==> src/rtl/lnr_pkg.sv <==
`default_nettype none
// ----------------------------------------------------------------------------
// lnr_pkg
// Types and constants shared by the leaky neuron with refractory window.
// ----------------------------------------------------------------------------
package lnr_pkg;

	localparam int unsigned CFG_INDEX_W = 3;
	localparam int unsigned CFG_DATA_W  = 16;
	localparam int unsigned TICKS_W     = 10;
	localparam int unsigned PENALTY_W   = 15;

	localparam logic [CFG_INDEX_W-1:0] REG_FIRE_THRESHOLD = 3'd0;
	localparam logic [CFG_INDEX_W-1:0] REG_PSP_FLOOR      = 3'd1;
	localparam logic [CFG_INDEX_W-1:0] REG_PSP_DECAY      = 3'd2;
	localparam logic [CFG_INDEX_W-1:0] REG_CALCIUM_DECAY  = 3'd3;
	localparam logic [CFG_INDEX_W-1:0] REG_CALCIUM_STEP   = 3'd4;
	localparam logic [CFG_INDEX_W-1:0] REG_REFRACTORY     = 3'd5;
	localparam logic [CFG_INDEX_W-1:0] REG_LEARNING_ON    = 3'd6;

	localparam logic [1:0] FUNC_SPIKE = 2'd0;
	localparam logic [1:0] FUNC_TICK  = 2'd1;
	localparam logic [1:0] FUNC_LOAD  = 2'd2;

	localparam logic [TICKS_W-1:0] TICKS_MAX = 10'd1023;

	typedef struct packed {
		logic signed [15:0]   fire_threshold;
		logic signed [15:0]   psp_floor;
		logic [15:0]          psp_decay_factor;
		logic [15:0]          calcium_decay_factor;
		logic [15:0]          calcium_step;
		logic [TICKS_W-1:0]   refractory_ticks;
		logic                 learning_on;
	} cfg_t;

	typedef struct packed {
		logic [1:0]           func;
		logic signed [15:0]   amount;
		logic [7:0]           entry_index;
	} item_t;

	typedef struct packed {
		logic                 fired;
		logic signed [15:0]   membrane_level;
		logic [15:0]          calcium_level;
	} result_t;

endpackage
`default_nettype wire

==> src/rtl/lnr_cfg_regs.sv <==
`default_nettype none
// ----------------------------------------------------------------------------
// lnr_cfg_regs
// Configuration register bank with a calcium clear pulse on learning enable.
// ----------------------------------------------------------------------------
module lnr_cfg_regs (
	input  wire logic                               clk,
	input  wire logic                               arst_n,
	input  wire logic                               cfg_we,
	input  wire logic [lnr_pkg::CFG_INDEX_W-1:0]    cfg_index,
	input  wire logic [lnr_pkg::CFG_DATA_W-1:0]     cfg_data,
	output lnr_pkg::cfg_t                           cfg,
	output logic                                    calcium_clear
);
	import lnr_pkg::*;

	cfg_t cfg_q;

	assign cfg = cfg_q;
	assign calcium_clear = cfg_we && (cfg_index == REG_LEARNING_ON) && cfg_data[0]
		&& !cfg_q.learning_on;

	always_ff @(posedge clk or negedge arst_n) begin
		if (!arst_n) begin
			cfg_q <= '0;
		end else if (cfg_we) begin
			case (cfg_index)
				REG_FIRE_THRESHOLD: cfg_q.fire_threshold <= $signed(cfg_data);
				REG_PSP_FLOOR:      cfg_q.psp_floor <= $signed(cfg_data);
				REG_PSP_DECAY:      cfg_q.psp_decay_factor <= cfg_data;
				REG_CALCIUM_DECAY:  cfg_q.calcium_decay_factor <= cfg_data;
				REG_CALCIUM_STEP:   cfg_q.calcium_step <= cfg_data;
				REG_REFRACTORY:     cfg_q.refractory_ticks <= cfg_data[TICKS_W-1:0];
				REG_LEARNING_ON:    cfg_q.learning_on <= cfg_data[0];
				default: ;
			endcase
		end
	end

endmodule
`default_nettype wire

==> src/rtl/lnr_penalty_mem.sv <==
`default_nettype none
// ----------------------------------------------------------------------------
// lnr_penalty_mem
// Refractory penalty table with registered read, write bypass and valid bits.
// ----------------------------------------------------------------------------
module lnr_penalty_mem #(
	parameter int unsigned DEPTH = 64,
	parameter int unsigned AW    = 6
) (
	input  wire logic                               clk,
	input  wire logic                               arst_n,
	input  wire logic                               wr_en,
	input  wire logic [AW-1:0]                      wr_addr,
	input  wire logic [lnr_pkg::PENALTY_W-1:0]      wr_data,
	input  wire logic [AW-1:0]                      rd_addr,
	output logic [lnr_pkg::PENALTY_W-1:0]           rd_data
);
	import lnr_pkg::*;

	logic [PENALTY_W-1:0] mem [DEPTH];
	logic [DEPTH-1:0]     valid_q;
	logic [PENALTY_W-1:0] rd_q;
	logic                 rd_valid_q;
	logic                 byp_q;
	logic [PENALTY_W-1:0] byp_data_q;

	// Entries never loaded read as zero; a load to the address being read wins.
	assign rd_data = byp_q ? byp_data_q : (rd_valid_q ? rd_q : '0);

	always_ff @(posedge clk) begin
		if (wr_en) begin
			mem[wr_addr] <= wr_data;
		end
		rd_q <= mem[rd_addr];
		byp_data_q <= wr_data;
	end

	always_ff @(posedge clk or negedge arst_n) begin
		if (!arst_n) begin
			valid_q <= '0;
			rd_valid_q <= 1'b0;
			byp_q <= 1'b0;
		end else begin
			if (wr_en) begin
				valid_q[wr_addr] <= 1'b1;
			end
			rd_valid_q <= valid_q[rd_addr];
			byp_q <= wr_en && (wr_addr == rd_addr);
		end
	end

endmodule
`default_nettype wire

==> src/rtl/lnr_core.sv <==
`default_nettype none
// ----------------------------------------------------------------------------
// lnr_core
// Neuron state and its spike, timestep and decay update, computed combinationally and registered.
// ----------------------------------------------------------------------------
module lnr_core #(
	parameter int unsigned DEPTH = 64,
	parameter int unsigned AW    = 6
) (
	input  wire logic                               clk,
	input  wire logic                               arst_n,
	input  lnr_pkg::cfg_t                           cfg,
	input  wire logic                               calcium_clear,
	input  lnr_pkg::item_t                          item,
	input  wire logic                               go,
	input  wire logic [lnr_pkg::PENALTY_W-1:0]      penalty,
	output lnr_pkg::result_t                        res,
	output logic [AW-1:0]                           rd_addr
);
	import lnr_pkg::*;

	localparam logic [AW-1:0]      LAST_ADDR  = AW'(DEPTH - 1);
	localparam logic [TICKS_W-1:0] LAST_TICKS = TICKS_W'(DEPTH - 1);

	logic signed [15:0]   psp_q;
	logic [15:0]          ca_q;
	logic [TICKS_W-1:0]   ticks_q;

	logic                 is_spike;
	logic                 is_tick;
	logic signed [16:0]   spike_sum;
	logic signed [15:0]   spike_sat;
	logic signed [15:0]   spike_next;
	logic                 refr;
	logic signed [16:0]   pot_diff;
	logic signed [15:0]   pot_raw;
	logic signed [15:0]   pot_v;
	logic                 fire;
	logic [15:0]          psp_mag;
	logic [31:0]          psp_prod;
	logic [15:0]          psp_dec_mag;
	logic signed [15:0]   psp_dec;
	logic [16:0]          ca_sum;
	logic [15:0]          ca_fire;
	logic [31:0]          ca_prod_keep;
	logic [31:0]          ca_prod_fire;
	logic [15:0]          ca_out;
	logic [15:0]          ca_tick_next;
	logic signed [15:0]   psp_tick_next;
	logic [TICKS_W-1:0]   ticks_d;

	assign is_spike = go && (item.func == FUNC_SPIKE);
	assign is_tick  = go && (item.func == FUNC_TICK);

	always_comb begin
		spike_sum = {psp_q[15], psp_q} + {item.amount[15], item.amount};
		if (spike_sum > 17'sd32767) begin
			spike_sat = 16'sh7FFF;
		end else if (spike_sum < -17'sd32768) begin
			spike_sat = 16'sh8000;
		end else begin
			spike_sat = spike_sum[15:0];
		end
		spike_next = (spike_sat < cfg.psp_floor) ? cfg.psp_floor : spike_sat;
	end

	always_comb begin
		refr = (ticks_q <= cfg.refractory_ticks);
		pot_diff = {psp_q[15], psp_q} - $signed({2'b00, penalty});
		if (pot_diff < -17'sd32768) begin
			pot_raw = 16'sh8000;
		end else begin
			pot_raw = pot_diff[15:0];
		end
		pot_v = refr ? 16'sd0 : pot_raw;
		fire = (pot_v > cfg.fire_threshold);
	end

	// Decay of the unchanged total and of both calcium candidates runs in parallel
	// with the threshold compare; the firing decision only selects.
	always_comb begin
		psp_mag = psp_q[15] ? (~psp_q + 16'd1) : psp_q;
		psp_prod = psp_mag * cfg.psp_decay_factor;
		psp_dec_mag = psp_prod[31:16];
		psp_dec = psp_q[15] ? -$signed(psp_dec_mag) : $signed(psp_dec_mag);
		psp_tick_next = (refr || fire) ? 16'sd0 : psp_dec;

		ca_sum = {1'b0, ca_q} + {1'b0, cfg.calcium_step};
		ca_fire = ca_sum[16] ? 16'hFFFF : ca_sum[15:0];
		ca_prod_keep = ca_q * cfg.calcium_decay_factor;
		ca_prod_fire = ca_fire * cfg.calcium_decay_factor;
		ca_out = fire ? ca_fire : ca_q;
		ca_tick_next = fire ? ca_prod_fire[31:16] : ca_prod_keep[31:16];
	end

	always_comb begin
		if (!is_tick) begin
			ticks_d = ticks_q;
		end else if (fire) begin
			ticks_d = TICKS_W'(1);
		end else if (ticks_q == TICKS_MAX) begin
			ticks_d = ticks_q;
		end else begin
			ticks_d = ticks_q + TICKS_W'(1);
		end
		rd_addr = (ticks_d > LAST_TICKS) ? LAST_ADDR : ticks_d[AW-1:0];
	end

	assign res.fired = fire;
	assign res.membrane_level = fire ? 16'sd0 : pot_v;
	assign res.calcium_level = ca_out;

	always_ff @(posedge clk or negedge arst_n) begin
		if (!arst_n) begin
			psp_q <= '0;
			ca_q <= '0;
			ticks_q <= TICKS_MAX;
		end else begin
			ticks_q <= ticks_d;
			if (is_spike) begin
				psp_q <= spike_next;
			end else if (is_tick) begin
				psp_q <= psp_tick_next;
			end
			if (calcium_clear) begin
				ca_q <= '0;
			end else if (is_tick) begin
				ca_q <= ca_tick_next;
			end
		end
	end

endmodule
`default_nettype wire

==> src/rtl/leaky_neuron_with_refractory.sv <==
`default_nettype none
// ----------------------------------------------------------------------------
// leaky_neuron_with_refractory
// A timestep beat passes the input register and then the output register before its result is on m_tvalid.
// Throughput: one beat per cycle; a result waiting on m_tready holds the next
// timestep beat in the input register, and that stalls the input.
// The penalty table is addressed with the next tick count from a registered memory port.
// Reset clears the valid flags, neuron state and configuration, saturates the tick
// counter, and makes every penalty entry read as zero until it is loaded.
// ----------------------------------------------------------------------------
module leaky_neuron_with_refractory #(
	parameter int unsigned PENALTY_DEPTH = 64
) (
	input  wire logic                               clk,
	input  wire logic                               arst_n,
	input  wire logic                               s_tvalid,
	output logic                                    s_tready,
	input  wire logic [23:0]                        s_tdata,  // amount, entry_index
	input  wire logic [1:0]                         s_tuser,  // func
	output logic                                    m_tvalid,
	input  wire logic                               m_tready,
	output logic [39:0]                             m_tdata,  // fired, membrane_level,
	                                                          // calcium_level, zero fill
	input  wire logic                               cfg_we,
	input  wire logic [lnr_pkg::CFG_INDEX_W-1:0]    cfg_index,
	input  wire logic [lnr_pkg::CFG_DATA_W-1:0]     cfg_data
);
	import lnr_pkg::*;

	localparam int unsigned AW = $clog2(PENALTY_DEPTH);

	cfg_t       cfg;
	logic       calcium_clear;
	logic       item_valid_s1;
	item_t      item_s1;
	logic       is_tick_s1;
	logic       out_free;
	logic       go;
	logic       wr_en;
	logic [AW-1:0]        rd_addr;
	logic [PENALTY_W-1:0] penalty;
	result_t    res;
	logic       m_valid_q;
	result_t    m_res_q;

	lnr_cfg_regs u_cfg (
		.clk           (clk),
		.arst_n        (arst_n),
		.cfg_we        (cfg_we),
		.cfg_index     (cfg_index),
		.cfg_data      (cfg_data),
		.cfg           (cfg),
		.calcium_clear (calcium_clear)
	);

	assign is_tick_s1 = (item_s1.func == FUNC_TICK);
	assign out_free = !m_valid_q || m_tready;
	assign go = item_valid_s1 && (!is_tick_s1 || out_free);
	assign s_tready = !item_valid_s1 || go;
	assign wr_en = go && (item_s1.func == FUNC_LOAD)
		&& ({1'b0, item_s1.entry_index} < 9'(PENALTY_DEPTH));

	lnr_penalty_mem #(
		.DEPTH (PENALTY_DEPTH),
		.AW    (AW)
	) u_pmem (
		.clk     (clk),
		.arst_n  (arst_n),
		.wr_en   (wr_en),
		.wr_addr (item_s1.entry_index[AW-1:0]),
		.wr_data (item_s1.amount[PENALTY_W-1:0]),
		.rd_addr (rd_addr),
		.rd_data (penalty)
	);

	lnr_core #(
		.DEPTH (PENALTY_DEPTH),
		.AW    (AW)
	) u_core (
		.clk           (clk),
		.arst_n        (arst_n),
		.cfg           (cfg),
		.calcium_clear (calcium_clear),
		.item          (item_s1),
		.go            (go),
		.penalty       (penalty),
		.res           (res),
		.rd_addr       (rd_addr)
	);

	always_ff @(posedge clk) begin
		if (s_tvalid && s_tready) begin
			item_s1.func <= s_tuser;
			item_s1.amount <= $signed(s_tdata[15:0]);
			item_s1.entry_index <= s_tdata[23:16];
		end
		if (go && is_tick_s1) begin
			m_res_q <= res;
		end
	end

	always_ff @(posedge clk or negedge arst_n) begin
		if (!arst_n) begin
			item_valid_s1 <= 1'b0;
			m_valid_q <= 1'b0;
		end else begin
			if (s_tvalid && s_tready) begin
				item_valid_s1 <= 1'b1;
			end else if (go) begin
				item_valid_s1 <= 1'b0;
			end
			if (go && is_tick_s1) begin
				m_valid_q <= 1'b1;
			end else if (m_tready) begin
				m_valid_q <= 1'b0;
			end
		end
	end

	assign m_tvalid = m_valid_q;
	assign m_tdata = {7'd0, m_res_q.calcium_level, m_res_q.membrane_level, m_res_q.fired};

endmodule
`default_nettype wire
==> config.mk <==
export PLATFORM = sky130hd
export DESIGN_NAME = leaky_neuron_with_refractory
export DESIGN_NICKNAME = d
export VERILOG_FILES = /design/src/rtl/lnr_pkg.sv /design/src/rtl/lnr_cfg_regs.sv /design/src/rtl/lnr_penalty_mem.sv /design/src/rtl/lnr_core.sv /design/src/rtl/leaky_neuron_with_refractory.sv
export SDC_FILE = /design/constraint.sdc
export NUM_CORES = 2
export LEC_CHECK = 0
export BUFFER_PORTS_ARGS = -buffer_cell sky130_fd_sc_hd__buf_2
export CORE_AREA = 10 10 396 494
export CTS_CLUSTER_DIAMETER = 80
export DETAILED_ROUTE_END_ITERATION = 12
export DIE_AREA = 0 0 406 504
export PLACE_DENSITY = 0.66
export SYNTH_ARGS = -nofsm -noshare
export SYNTH_HDL_FRONTEND = slang
export SYNTH_SLANG_ARGS = --single-unit
==> constraint.sdc <==
create_clock -name clk -period 9.3 [get_ports clk]
set_input_delay 1.395 -clock clk [delete_from_list [all_inputs] [get_ports clk]]
set_output_delay 1.395 -clock clk [all_outputs]
set_load 0.01 [all_outputs]
==> metrics.txt <==
CP arrival 9.53 ns; via count 52.6k; IO Count 92; Setup Viol. Count Final 0; final WL 216000 microns; num rows 177; Final WS setup 0.469 ns; GP Congestion 0.939; fmax 113 MHz; sequential share of the synthesized area 47.9%; clk root buf clkbuf_16; first-pass GRT wire length 330000 microns; max_cap viols 0; Final Hold Vio Count 0; Top delay family on crit path adder cells; GRT busiest layer met2; leading area contributor after synthesis edfxtp_1; number of synthesized register bits 1250; area grow syn2layout 12.5%; met1 usage 26.1%; # H-tree levels 4; Final Core Density 45.9%; EDFF count, synth 1019; Port Buf Inserts 84; clk_lat worst skew 0.78 ns; Crit Path Class flip-flop to flip-flop; Vias/cell 5.68; Syn Std Cell Area 75700 sq um; Required @ worst endpoint 10.00 ns; hpwl dp 151000 microns; total clock sinks 1250; Worst Hold Class flip-flop to flip-flop; kind of end point of the critical path flip-flop; Mapped Cells 6561; chip height 504 microns; post-route ant nets 0; crit-path max cell delay 0.63 ns; fraction of layout instances using a drive strength above 1 11.4%; fin crit share 95.0%; Synth Flop Type edfxtp_1; post-route cell area 85200 sq um; slowest CP cell or4_1; unrepaired setup endpoints after global routing false; crit path buf inv count 4; actual slew at the worst max-slew pin 1.10 ns; area of placed instances 80500 sq um; pins over their slew limit 0; Max transition margin 26.3%; hold_ws 0.464 ns; CTS tree built; WL/cell 23.3 microns; ranking of synthesized cells by area edfxtp_1 (40%), fa_1 (15%), ha_1 (6.5%); initial DRC count 5108; First-pass DRT Iterations 8; asr flop ratio synth 16.1%; Crit path top cell by count fa_1; grt met2 use 35.3%; post-synth cell types 92; Place WS -0.0186 ns; Starting Density 40.8%; met3 Usage GRT 3.31%; clock skew 0.0543 ns; Inserted Clock Buffers 136; fin nets 7766; number of global-route vias before repair 54.4k; Total GRT Usage 20.9%; die width 406 microns; GR Overflow Total 0; Post-Syn Area per Cell 11.5 sq um; R2R setup slack 0.47 ns; core area 186000 sq um; crit path time final 8.83 ns; Synthesis Warnings 0; critical path peak fanout 16; largest net degree at the start of global routing 150; Critical Path Start Type flip-flop; Die ar. 205000 sq um; Synth top area share 40.4%; Worst-path clk slew 0.06 ns; status finished clean; clock tree buffer depth 3; DRC violations left 0; initial antenna violation count 7
[registers in the layout, summed over array words and instances (netlist names)]
register and cells:
u_core.ca_q 16, item_s1 26, item_valid_s1 1, u_pmem.valid_q 64, u_cfg.cfg 91, u_pmem.rd_q 15
u_pmem.mem 960, u_pmem.byp_q 1, u_core.ticks_q 10, m_tvalid 1, u_pmem.byp_data_q 15, u_core.psp_q 16
u_pmem.rd_valid_q 1, m_tdata 33
[per-stage QoR]
stage	instances	TNS, ns
after floorplan	6567	0
after global placement	9016	0
after detailed placement	9016	-0.0186
after CTS	9264	0
after global routing	9267	0
final	9269	0
[repair_timing]
item,CTS,global route
gates cloned,0,0
resized for setup,1,19
hold buffers,0,0
endpoints found under the setup margin,1,17
pin swaps,0,3
buffers inserted,0,2
[final cells by class]
type,instances,area [sq um]
Fill cell,16700,100000
Sequential cell,1250,36200
Multi-Input combinational cell,4244,35700
Clock buffer,180,3680
Tap cell,2416,3020
Timing Repair Buffer,370,2830
Inverter,738,2770
Clock inverter,68,942
Antenna cell,3,7.51
[synth_stat cells, drive strengths merged, types with 26 or more instances]
| cell | n |
|---|---|
| nand4 | 26 |
| xnor2 | 59 |
| o22ai | 87 |
| fa | 582 |
| a21oi | 175 |
| a311oi | 27 |
| buf | 73 |
| and3 | 38 |
| dfxtp | 30 |
| o221ai | 29 |
| ha | 394 |
| a222oi | 85 |
| clkbuf | 262 |
| mux2 | 64 |
| nand3 | 97 |
| and2 | 314 |
| xor2 | 42 |
| a22oi | 40 |
| a21o | 32 |
| dfrtp | 191 |
| o21ai | 159 |
| or2 | 67 |
| inv | 738 |
| edfxtp | 1019 |
| nand2 | 1057 |
| mux2i | 79 |
| a221oi | 29 |
| a31oi | 65 |
| a211oi | 66 |
| nor2 | 236 |
| nor3 | 45 |
| nor4 | 32 |
[routing by layer]
layer	up-vias	wire length [microns]
li1	23100	-
met1	26600	83700
met2	2367	106000
met3	508	16200
met4	4	10400
met5	-	18
[cell usage in the layout, fill, tap and decap left out, drive strengths merged, types with 64 or more instances in the layout]
cell    instances
nor2          236
o21ai         159
a21oi         175
a211oi         66
or2            67
mux2           64
a31oi          65
mux2i          79
nand3          97
dfrtp         191
edfxtp       1019
ha            394
a222oi         85
clkbuf        180
and2          314
buf           370
o22ai          87
inv           748
nand2        1057
fa            582
[kinds of logic (layout without fill, tap and decap cells)]
| family | after synthesis | count (layout) | synth area share [%] |
|---|---|---|---|
| AND/OR/NAND/NOR | 2028 | 2028 | 12.4 |
| flip-flops | 1250 | 1250 | 47.9 |
| buffers and inverters | 1073 | 1356 | 5.43 |
| AO/OA/AOI/OAI | 987 | 987 | 9.20 |
| adder cells (fa/ha/maj) | 978 | 978 | 21.9 |
| multiplexers | 143 | 143 | 2.00 |
| XOR/XNOR | 101 | 101 | 1.17 |
| other | 1 | 10 | 0.00495 |
[final timing paths]
check | endpoint | cells past startpoint | startpoint
max reg2reg | u_core.psp_q[9] | 26 | u_core.psp_q[6]
max in group asynchronous | u_cfg.cfg[54] | 2 | arst_n
min in group asynchronous | u_pmem.valid_q[62] | 1 | arst_n
max | u_core.psp_q[9] | 26 | u_core.psp_q[6]
min | u_pmem.valid_q[36] | 1 | u_pmem.valid_q[36]
min reg2reg | u_pmem.valid_q[36] | 1 | u_pmem.valid_q[36]
Power is not shown: default switching activity piles up to over one toggle a cycle in this logic, so the estimate is an artifact.
